$ cat src/rtl/sre_pkg.sv
// ============================================================================
// sre_pkg
// Shared types and constants of the segmented record encoder.
// ============================================================================
`default_nettype none

package sre_pkg;

	// Default format parameters.
	localparam int SEG_MAX_DEF  = 63;
	localparam int JOIN_BIT_DEF = 128;
	localparam int ARR_BIT_DEF  = 64;

	// Depth of the queue between the front and back parts.
	localparam int QUEUE_DEPTH = 4;

	// Most bytes that one item can produce.
	localparam int CMD_BYTES = 5;
	localparam int CMD_CNT_W = $clog2(CMD_BYTES + 1);

	typedef enum logic [1:0] {
		OP_INT    = 2'd0,
		OP_ARR    = 2'd1,
		OP_DSTART = 2'd2,
		OP_DBYTE  = 2'd3
	} op_t;

	typedef struct packed {
		op_t         op;
		logic [31:0] value;
		logic [5:0]  array_len;
		logic [15:0] data_len;
		logic        join_req;
		logic [7:0]  data_byte;
	} in_item_t;

	typedef struct packed {
		logic [7:0] out_byte;
		logic       last;
	} out_item_t;

	// Byte-emission command: nbytes bytes, first byte in the top lane.
	typedef struct packed {
		logic [CMD_CNT_W-1:0]   nbytes;
		logic [CMD_BYTES*8-1:0] bytes;
	} cmd_t;

endpackage

`default_nettype wire

$ cat src/rtl/sre_front.sv
// ============================================================================
// sre_front
// Accepts items, tracks the blob segment state and builds byte commands.
// ============================================================================
`default_nettype none

module sre_front #(
	parameter int SEG_MAX  = sre_pkg::SEG_MAX_DEF,
	parameter int JOIN_BIT = sre_pkg::JOIN_BIT_DEF,
	parameter int ARR_BIT  = sre_pkg::ARR_BIT_DEF
) (
	input  wire logic             clk,
	input  wire logic             arst_n,
	input  wire logic             item_valid,
	output logic                  item_ready,
	input  wire sre_pkg::in_item_t item,
	input  wire logic             queue_full,
	output logic                  push,
	output sre_pkg::cmd_t         cmd
);

	localparam int SEG_W = $clog2(SEG_MAX + 1);
	localparam logic [SEG_W-1:0] SEG_MAX_S = SEG_W'(SEG_MAX);
	localparam logic [15:0]      SEG_MAX_T = 16'(SEG_MAX);
	localparam logic [7:0]       SEG_MAX_B = 8'(SEG_MAX);
	localparam logic [7:0]       JOIN_B    = 8'(JOIN_BIT);
	localparam logic [7:0]       ARR_B     = 8'(ARR_BIT);

	logic [15:0]      total_q, total_d;
	logic [SEG_W-1:0] seg_q, seg_d;
	logic             fj_q, fj_d;
	logic             in_blob_q, in_blob_d;

	logic             accept;
	logic [15:0]      tot_src;
	logic             hdr_fj;
	logic [7:0]       hdr;
	logic [SEG_W-1:0] hdr_seg;
	logic [15:0]      tot_dec;
	logic [SEG_W-1:0] seg_dec;
	logic [7:0]       alen_sat;
	logic             emit;

	assign item_ready = !queue_full;
	assign accept     = item_valid && item_ready;

	assign tot_dec = total_q - 16'd1;
	assign seg_dec = (seg_q == '0) ? '0 : seg_q - SEG_W'(1);

	// Segment header for a remaining length: a final header carries the length,
	// a full one is always joined.
	always_comb begin
		if (item.op == sre_pkg::OP_DSTART) begin
			tot_src = item.data_len;
			hdr_fj  = item.join_req;
		end else begin
			tot_src = tot_dec;
			hdr_fj  = fj_q;
		end
		if (tot_src <= SEG_MAX_T) begin
			hdr     = (hdr_fj ? JOIN_B : 8'd0) | tot_src[7:0];
			hdr_seg = SEG_W'(tot_src);
		end else begin
			hdr     = JOIN_B | SEG_MAX_B;
			hdr_seg = SEG_MAX_S;
		end
	end

	assign alen_sat = (8'(item.array_len) > SEG_MAX_B) ? SEG_MAX_B : 8'(item.array_len);

	always_comb begin
		total_d   = total_q;
		seg_d     = seg_q;
		fj_d      = fj_q;
		in_blob_d = in_blob_q;
		emit      = 1'b1;
		cmd       = '0;
		case (item.op)
			sre_pkg::OP_INT: begin
				total_d   = '0;
				seg_d     = '0;
				fj_d      = 1'b0;
				in_blob_d = 1'b0;
				if (item.value[31:24] != 8'd0) begin
					cmd.nbytes = sre_pkg::CMD_CNT_W'(5);
					cmd.bytes  = {8'd4, item.value};
				end else if (item.value[23:16] != 8'd0) begin
					cmd.nbytes = sre_pkg::CMD_CNT_W'(4);
					cmd.bytes  = {8'd3, item.value[23:0], 8'd0};
				end else if (item.value[15:8] != 8'd0) begin
					cmd.nbytes = sre_pkg::CMD_CNT_W'(3);
					cmd.bytes  = {8'd2, item.value[15:0], 16'd0};
				end else if (item.value[7:0] != 8'd0) begin
					cmd.nbytes = sre_pkg::CMD_CNT_W'(2);
					cmd.bytes  = {8'd1, item.value[7:0], 24'd0};
				end else begin
					cmd.nbytes = sre_pkg::CMD_CNT_W'(1);
					cmd.bytes  = '0;
				end
			end
			sre_pkg::OP_ARR: begin
				total_d    = '0;
				seg_d      = '0;
				fj_d       = 1'b0;
				in_blob_d  = 1'b0;
				cmd.nbytes = sre_pkg::CMD_CNT_W'(1);
				cmd.bytes  = {ARR_B | alen_sat | (item.join_req ? JOIN_B : 8'd0), 32'd0};
			end
			sre_pkg::OP_DSTART: begin
				total_d    = item.data_len;
				fj_d       = item.join_req;
				seg_d      = hdr_seg;
				in_blob_d  = (item.data_len != 16'd0);
				cmd.nbytes = sre_pkg::CMD_CNT_W'(1);
				cmd.bytes  = {hdr, 32'd0};
			end
			sre_pkg::OP_DBYTE: begin
				if (!in_blob_q) begin
					emit = 1'b0;
				end else if (tot_dec == 16'd0) begin
					total_d    = '0;
					seg_d      = '0;
					fj_d       = 1'b0;
					in_blob_d  = 1'b0;
					cmd.nbytes = sre_pkg::CMD_CNT_W'(1);
					cmd.bytes  = {item.data_byte, 32'd0};
				end else if (seg_dec == '0) begin
					total_d    = tot_dec;
					seg_d      = hdr_seg;
					cmd.nbytes = sre_pkg::CMD_CNT_W'(2);
					cmd.bytes  = {item.data_byte, hdr, 24'd0};
				end else begin
					total_d    = tot_dec;
					seg_d      = seg_dec;
					cmd.nbytes = sre_pkg::CMD_CNT_W'(1);
					cmd.bytes  = {item.data_byte, 32'd0};
				end
			end
			default: begin
				emit = 1'b0;
			end
		endcase
	end

	assign push = accept && emit;

	always_ff @(posedge clk or negedge arst_n) begin
		if (!arst_n) begin
			total_q   <= '0;
			seg_q     <= '0;
			fj_q      <= 1'b0;
			in_blob_q <= 1'b0;
		end else if (accept) begin
			total_q   <= total_d;
			seg_q     <= seg_d;
			fj_q      <= fj_d;
			in_blob_q <= in_blob_d;
		end
	end

	// An idle blob holds no counts; an open blob always expects a byte.
	a_idle_clear: assert property (@(posedge clk) disable iff (!arst_n)
		!in_blob_q |-> (total_q == 16'd0 && seg_q == '0))
		else $error("idle blob holds nonzero counters");
	a_open_nonempty: assert property (@(posedge clk) disable iff (!arst_n)
		in_blob_q |-> (total_q != 16'd0 && seg_q != '0))
		else $error("open blob with nothing left");

endmodule

`default_nettype wire

$ cat src/rtl/sre_queue.sv
// ============================================================================
// sre_queue
// Short first-in first-out queue of byte commands between front and back.
// ============================================================================
`default_nettype none

module sre_queue (
	input  wire logic          clk,
	input  wire logic          arst_n,
	input  wire logic          push,
	input  wire sre_pkg::cmd_t cmd_in,
	output logic               full,
	input  wire logic          pop,
	output sre_pkg::cmd_t      cmd_out,
	output logic               empty
);

	localparam int DEPTH = sre_pkg::QUEUE_DEPTH;
	localparam int PTR_W = $clog2(DEPTH);
	localparam int CNT_W = $clog2(DEPTH + 1);

	sre_pkg::cmd_t    mem_q [DEPTH];
	logic [PTR_W-1:0] wp_q, rp_q;
	logic [CNT_W-1:0] cnt_q;
	logic             do_push, do_pop;

	assign full    = (cnt_q == CNT_W'(DEPTH));
	assign empty   = (cnt_q == '0);
	assign do_push = push && !full;
	assign do_pop  = pop && !empty;
	assign cmd_out = mem_q[rp_q];

	always_ff @(posedge clk) begin
		if (do_push) begin
			mem_q[wp_q] <= cmd_in;
		end
	end

	always_ff @(posedge clk or negedge arst_n) begin
		if (!arst_n) begin
			wp_q  <= '0;
			rp_q  <= '0;
			cnt_q <= '0;
		end else begin
			if (do_push) begin
				wp_q <= (wp_q == PTR_W'(DEPTH - 1)) ? '0 : wp_q + PTR_W'(1);
			end
			if (do_pop) begin
				rp_q <= (rp_q == PTR_W'(DEPTH - 1)) ? '0 : rp_q + PTR_W'(1);
			end
			if (do_push && !do_pop) begin
				cnt_q <= cnt_q + CNT_W'(1);
			end else if (do_pop && !do_push) begin
				cnt_q <= cnt_q - CNT_W'(1);
			end
		end
	end

	a_no_overflow: assert property (@(posedge clk) disable iff (!arst_n)
		push |-> !full)
		else $error("command pushed into a full queue");
	a_no_underflow: assert property (@(posedge clk) disable iff (!arst_n)
		pop |-> !empty)
		else $error("command popped from an empty queue");

endmodule

`default_nettype wire

$ cat src/rtl/sre_back.sv
// ============================================================================
// sre_back
// Unpacks byte commands into the output byte stream, one byte per cycle while the output is ready.
// ============================================================================
`default_nettype none

module sre_back (
	input  wire logic          clk,
	input  wire logic          arst_n,
	input  wire logic          queue_empty,
	input  wire sre_pkg::cmd_t cmd,
	output logic               pop,
	output logic               result_valid,
	input  wire logic          result_ready,
	output sre_pkg::out_item_t result
);

	localparam int CW = sre_pkg::CMD_CNT_W;
	localparam int BW = sre_pkg::CMD_BYTES * 8;

	logic [CW-1:0] cnt_q;
	logic [BW-1:0] sh_q;
	logic          take;

	assign result_valid    = (cnt_q != '0);
	assign result.out_byte = sh_q[BW-1 -: 8];
	assign result.last     = (cnt_q == CW'(1));
	assign take            = result_valid && result_ready;
	assign pop             = !queue_empty && ((cnt_q == '0) || (take && cnt_q == CW'(1)));

	always_ff @(posedge clk or negedge arst_n) begin
		if (!arst_n) begin
			cnt_q <= '0;
		end else if (pop) begin
			cnt_q <= cmd.nbytes;
		end else if (take) begin
			cnt_q <= cnt_q - CW'(1);
		end
	end

	always_ff @(posedge clk) begin
		if (pop) begin
			sh_q <= cmd.bytes;
		end else if (take) begin
			sh_q <= {sh_q[BW-9:0], 8'd0};
		end
	end

	a_cnt_range: assert property (@(posedge clk) disable iff (!arst_n)
		cnt_q <= CW'(sre_pkg::CMD_BYTES))
		else $error("byte count beyond command size");

endmodule

`default_nettype wire

$ cat src/rtl/segmented_record_encoder.sv
// ============================================================================
// segmented_record_encoder
// Serializes integer, array and data-blob items into a compact byte format.
// ============================================================================
// Each accepted item turns into at most five output bytes: an integer gives a
// length byte and up to four big-endian value bytes (zero gives one byte 0),
// an array gives one header byte, a data start gives the first segment header,
// and a data byte passes through, followed by the next segment header when a
// full segment ends with more data to come. A data byte outside a blob is
// taken and produces nothing. The front part takes one item per cycle while
// its four-entry command queue has room; the back part drives one byte per
// cycle from its output register. Sustained throughput is therefore set by the
// output byte port and by how many bytes an item produces (one for a plain
// data byte, two at a segment boundary, up to five for an integer). When the
// block is idle, an accepted item's command is first written into the queue,
// then loaded from the queue head into the back part's output register, which
// offers its first byte. Back-pressure on the output stalls the back part
// only; the front keeps accepting items until the queue fills.
// ============================================================================
`default_nettype none

module segmented_record_encoder #(
	parameter int SEG_MAX  = sre_pkg::SEG_MAX_DEF,
	parameter int JOIN_BIT = sre_pkg::JOIN_BIT_DEF,
	parameter int ARR_BIT  = sre_pkg::ARR_BIT_DEF
) (
	input  wire logic               clk,
	input  wire logic               arst_n,
	input  wire logic               item_valid,
	output logic                    item_ready,
	input  wire sre_pkg::in_item_t  item,
	output logic                    result_valid,
	input  wire logic               result_ready,
	output sre_pkg::out_item_t      result
);

	// Command from the front part into the queue.
	sre_pkg::cmd_t front_cmd;
	logic          front_push;
	logic          queue_full;

	// Command from the queue head into the back part.
	sre_pkg::cmd_t head_cmd;
	logic          queue_empty;
	logic          back_pop;

	// The front part classifies each item and keeps the blob counters, so an
	// item's bytes are fully decided the cycle it is accepted.
	sre_front #(
		.SEG_MAX  (SEG_MAX),
		.JOIN_BIT (JOIN_BIT),
		.ARR_BIT  (ARR_BIT)
	) u_front (
		.clk        (clk),
		.arst_n     (arst_n),
		.item_valid (item_valid),
		.item_ready (item_ready),
		.item       (item),
		.queue_full (queue_full),
		.push       (front_push),
		.cmd        (front_cmd)
	);

	// The queue lets the front run ahead while the output is stalled.
	sre_queue u_queue (
		.clk     (clk),
		.arst_n  (arst_n),
		.push    (front_push),
		.cmd_in  (front_cmd),
		.full    (queue_full),
		.pop     (back_pop),
		.cmd_out (head_cmd),
		.empty   (queue_empty)
	);

	// The back part shifts a command's bytes out, marking the final one, and
	// reloads in the same cycle its last byte is taken.
	sre_back u_back (
		.clk          (clk),
		.arst_n       (arst_n),
		.queue_empty  (queue_empty),
		.cmd          (head_cmd),
		.pop          (back_pop),
		.result_valid (result_valid),
		.result_ready (result_ready),
		.result       (result)
	);

endmodule

`default_nettype wire

$ cat config.mk
export PLATFORM = sky130hd
export DESIGN_NAME = segmented_record_encoder
export DESIGN_NICKNAME = d
export VERILOG_FILES = /design/src/rtl/sre_pkg.sv /design/src/rtl/sre_front.sv /design/src/rtl/sre_queue.sv /design/src/rtl/sre_back.sv /design/src/rtl/segmented_record_encoder.sv
export SDC_FILE = /design/constraint.sdc
export NUM_CORES = 1
export LEC_CHECK = 0
export ABC_AREA = 1
export BUFFER_PORTS_ARGS = -buffer_cell sky130_fd_sc_hd__buf_4
export CAP_MARGIN = 20
export CORE_ASPECT_RATIO = 0.75
export CORE_MARGIN = 4
export CORE_UTILIZATION = 60
export DETAILED_ROUTE_END_ITERATION = 8
export PLACE_DENSITY = 0.79
export RECOVER_POWER = 50
export REMOVE_ABC_BUFFERS = 1
export SETUP_SLACK_MARGIN = 0.05
export SLEW_MARGIN = 10
export SYNTH_ARGS = -nofsm -noshare
export SYNTH_HDL_FRONTEND = slang
export SYNTH_SLANG_ARGS = --single-unit
$ cat constraint.sdc
create_clock -name clk -period 9.4 [get_ports clk]
set_input_delay 2.82 -clock clk [delete_from_list [all_inputs] [get_ports clk]]
set_output_delay 2.82 -clock clk [all_outputs]
set_load 0.01 [all_outputs]
==> metrics.csv <==
stage;metric;value;unit
outcome;status;complete, but fails checks;
outcome;violations;capacitance limit, slew limit;
critical_path;end_kind;flop;
grt;grt_usage;26.27;%
cts;numCtsBuffers;24;
floorplanning;placementRows;44;
grt;grt_max_degree;90;
route;drc;0;
cts;hold_buffers;0;
yosys;avgSynthCellArea;9.947;um^2
yosys;ys_seq_elements;246;
grt;grt_overflow;0;
critical_path;cpMaxStageDelayCell;clkbuf_1;
cts;clk_latency;0.52;ns
layout;regArea;0.007218;mm^2
critical_path;cpPeakStageDelay;1.71;ns
critical_path;crit_path_max_fanout;49;
yosys;synth-edff-count;212;
critical_path;crit_buf_inv;5;
yosys;synth_top_area_cell;edfxtp_1;
floorplanning;fp.dieW;170.3;um
timing;finalMaxSlewViolations;166;
route;drt_wl_total;29.37;mm
power;p_leak;0.005309;uW
route;viasPerCell;6.003;
cts;cts.repair.resized;0;
critical_path;worstPathCellList;clkbuf_4, inv_1, nor3_1, o21a_1, clkbuf_1, clkinv_1, clkbuf_1, o211ai_1, o21ai_0;
timing;tns;0;ns
critical_path;worst-path-stages;9;
yosys;ys.flop_type;edfxtp_1;
hold_path;hold_class;reg2reg;
cts;clkSinkCount;246;
layout;multi_input_area;0.003984;mm^2
timing;finalHoldViolCount;0;
cts;cts_tree;done;
critical_path;required;9.68;ns
grt;antenna_found_initial;0;
hold_path;hold_start;u_back.sh_q[11]$_DFFE_PP_;
yosys;yosysTopAreaCellShare;53.74;%
job;maxCapViolCount;4;
timing;setup_viol;0;
layout;nFillCells;1452;
timing;worst_pin_slew;2.570;ns
route;drtIter0Drc;1179;
cts;htree_levels;1;
grt;grt_pass1_wl;45.84;mm
timing;finalCriticalPeriod;6.450;ns
grt;grt_pass1_vias;8475;
floorplanning;coreArea;0.01938;mm^2
route;postRouteAntennaNets;0;
cts;cts_buffer_depth;3;
layout;area_delta_synth_final;12.59;%
route;first_pass_iters;6;
power;vdd_drop_max;421.4;uV
layout;insertedDiodeCount;0;
placement;io_buffer_count;79;
yosys;synth_area_leaders;edfxtp_1 (54%), nand2_1 (7.8%), dfrtp_1 (7.2%);
power;power_density;321.1;mW/mm^2
layout;drive_gt1_share;13.23;%
route;avgRoutedWirePerCell;19.28;um
layout;utilization;68.83;%
yosys;synthCells;1191;
critical_path;worstRegToRegCells;10;
placement;place_hpwl;19.29;mm
cts;clkSlewWorstSetupHoldPaths;0.06;ns
timing;skew;0.01186;ns
floorplanning;num_io_pins;80;
placement;finalWeightedCongestion;0.9429;
cts;cts_root_buf;clkbuf_16;
layout;nets;1335;
yosys;ys.warnings.count;0;
route;vias;9143;
yosys;syn_area;0.01185;mm^2
timing;fin_crit_sh;68.62;%
power;total_power;4283;uW
yosys;synth_cell_types;53;
critical_path;crit_arrival;6.73;ns
critical_path;worstSetupStartpointType;primary input;
cts;post_cts_buffers;0;
critical_path;cp_common_cell;clkbuf_1;
timing;rsz0062_at_grt;no;
critical_path;criticalPathCategory;in2reg;
floorplanning;initial_core_util;61.13;%
floorplanning;die_area;0.02208;mm^2
critical_path;timing.rr.start;u_back.cnt_q[0]$_DFFE_PN0P_;
hold_path;holdPathStages;2;
timing;max_clock_freq;0.1550;GHz
floorplanning;die_y;129.7;um
yosys;synthArstFlopShare;13.82;%
critical_path;crit_path_start;result_ready;
timing;slew_headroom;-71.36;%
yosys;ys_seq_area_share;60.92;%
critical_path;crit_family;buffers and inverters;
-- report_power, final --
group          internal (uW)  switching, uW  total, uW
registers               1560            127       1690
logic                    495           1170       1660
clock network            540            395        934
-- stage by stage --
stage	cell area, um^2	setup WS (ns)	instances	hold slack [ns]
2_1_floorplan	11580	2.426	1132	0.4686
3_3_place_gp	12650	4.082	1479	0.4910
3_5_place_dp	12650	4.002	1479	0.5004
4_1_cts	13420	4.521	1523	0.5091
5_1_grt	13340	2.595	1523	0.5284
6_report	13340	2.950	1523	0.5106
-- per-layer routing --
layer,GRT usage [%],up-vias,routed length [um],part of all wire (%)
met5,0,-,0,0
met4,6.901,0,771,2.6
met3,5.148,68,3552,12
met2,38.80,579,12720,43
met1,40.53,4264,12330,42
li1,-,4232,-,-
-- cells by family after synthesis --
family                   Yosys count  synth area share, %
AND/OR/NAND/NOR                  491                18.45
AO/OA/AOI/OAI                    267                12.85
flip-flops                       246                60.92
buffers and inverters            166                5.629
adder cells (fa/ha/maj)           14                1.542
XOR/XNOR                           6               0.5071
multiplexers                       1              0.09505
-- cell usage after synthesis (3+ instances only) --
master and count:
nor2_1 150, buf_4 8, buf_1 4, inv_2 3
a31oi_1 5, nand2_1 247, nand2_2 11, ha_1 13
nand3_2 8, nand3_1 30, a21oi_1 28, a22oi_1 7
nand4_1 11, clkbuf_1 43, o22ai_1 51, o32ai_1 10
inv_1 101, xnor2_1 3, dfrtp_1 34, nor2_2 6
o211ai_1 3, nor3_1 6, o21ai_1 12, nor2_4 7
o21ai_0 139, edfxtp_1 212, buf_2 3
-- worst min-delay path, stage by stage (launching register included) --
cell      delay [ns]
edfxtp_1        0.32
nand2_1         0.05
nand2_1         0.04
-- layout make-up --
type	count	area share, %
tap	253	2.373
inverter	107	3.030
multi-input combinational	779	29.87
clock buffer	34	5.169
sequential	246	54.12
clock inverter	10	0.6285
timing repair buffer	94	4.812
-- layout by cell type (no fill, tap or decap), types with 3 or more instances in the layout --
cell type   count
a21oi_1        28
a22oi_1         7
a31oi_1         5
buf_4          75
clkbuf_1       23
clkbuf_16      25
clkbuf_8        3
clkinv_1        5
clkinv_2        3
clkinvlp_4      3
dfrtp_1        33
edfxtp_1      212
ha_1           13
inv_1         100
inv_2           3
nand2_1       248
nand2_2        10
nand3_1        31
nand3_2         7
nand4_1        11
nor2_1        147
nor2_2          7
nor2_4          9
nor3_1          6
o211ai_1        3
o21ai_0       140
o21ai_1        10
o22ai_1        51
o32ai_1        10
xnor2_1         3
-- state kept, by name, indices dropped and copies added, names as in the netlist --
signal             count
u_front.total_q       16
u_front.fj_q           1
u_front.seg_q          6
u_back.cnt_q           3
u_back.sh_q           40
u_queue.mem_q        172
u_queue.rp_q           2
u_queue.cnt_q          3
u_front.in_blob_q      1
u_queue.wp_q           2
-- final timing paths --
check | to | slack [ns]
hold reg to reg | u_back.sh_q[19]$_DFFE_PP_ | 0.51
setup reg to reg | u_back.cnt_q[1]$_DFFE_PN0P_ | 4.74
min in group asynchronous | u_front.total_q[2]$_DFFE_PN0P_ | 2.83
max in group asynchronous | u_queue.rp_q[0]$_DFFE_PN0P_ | 5.30
hold / removal | u_back.sh_q[19]$_DFFE_PP_ | 0.51
setup / recovery | u_back.cnt_q[1]$_DFFE_PN0P_ | 2.95
No activity file was read; power rests on OpenSTA's default activity.
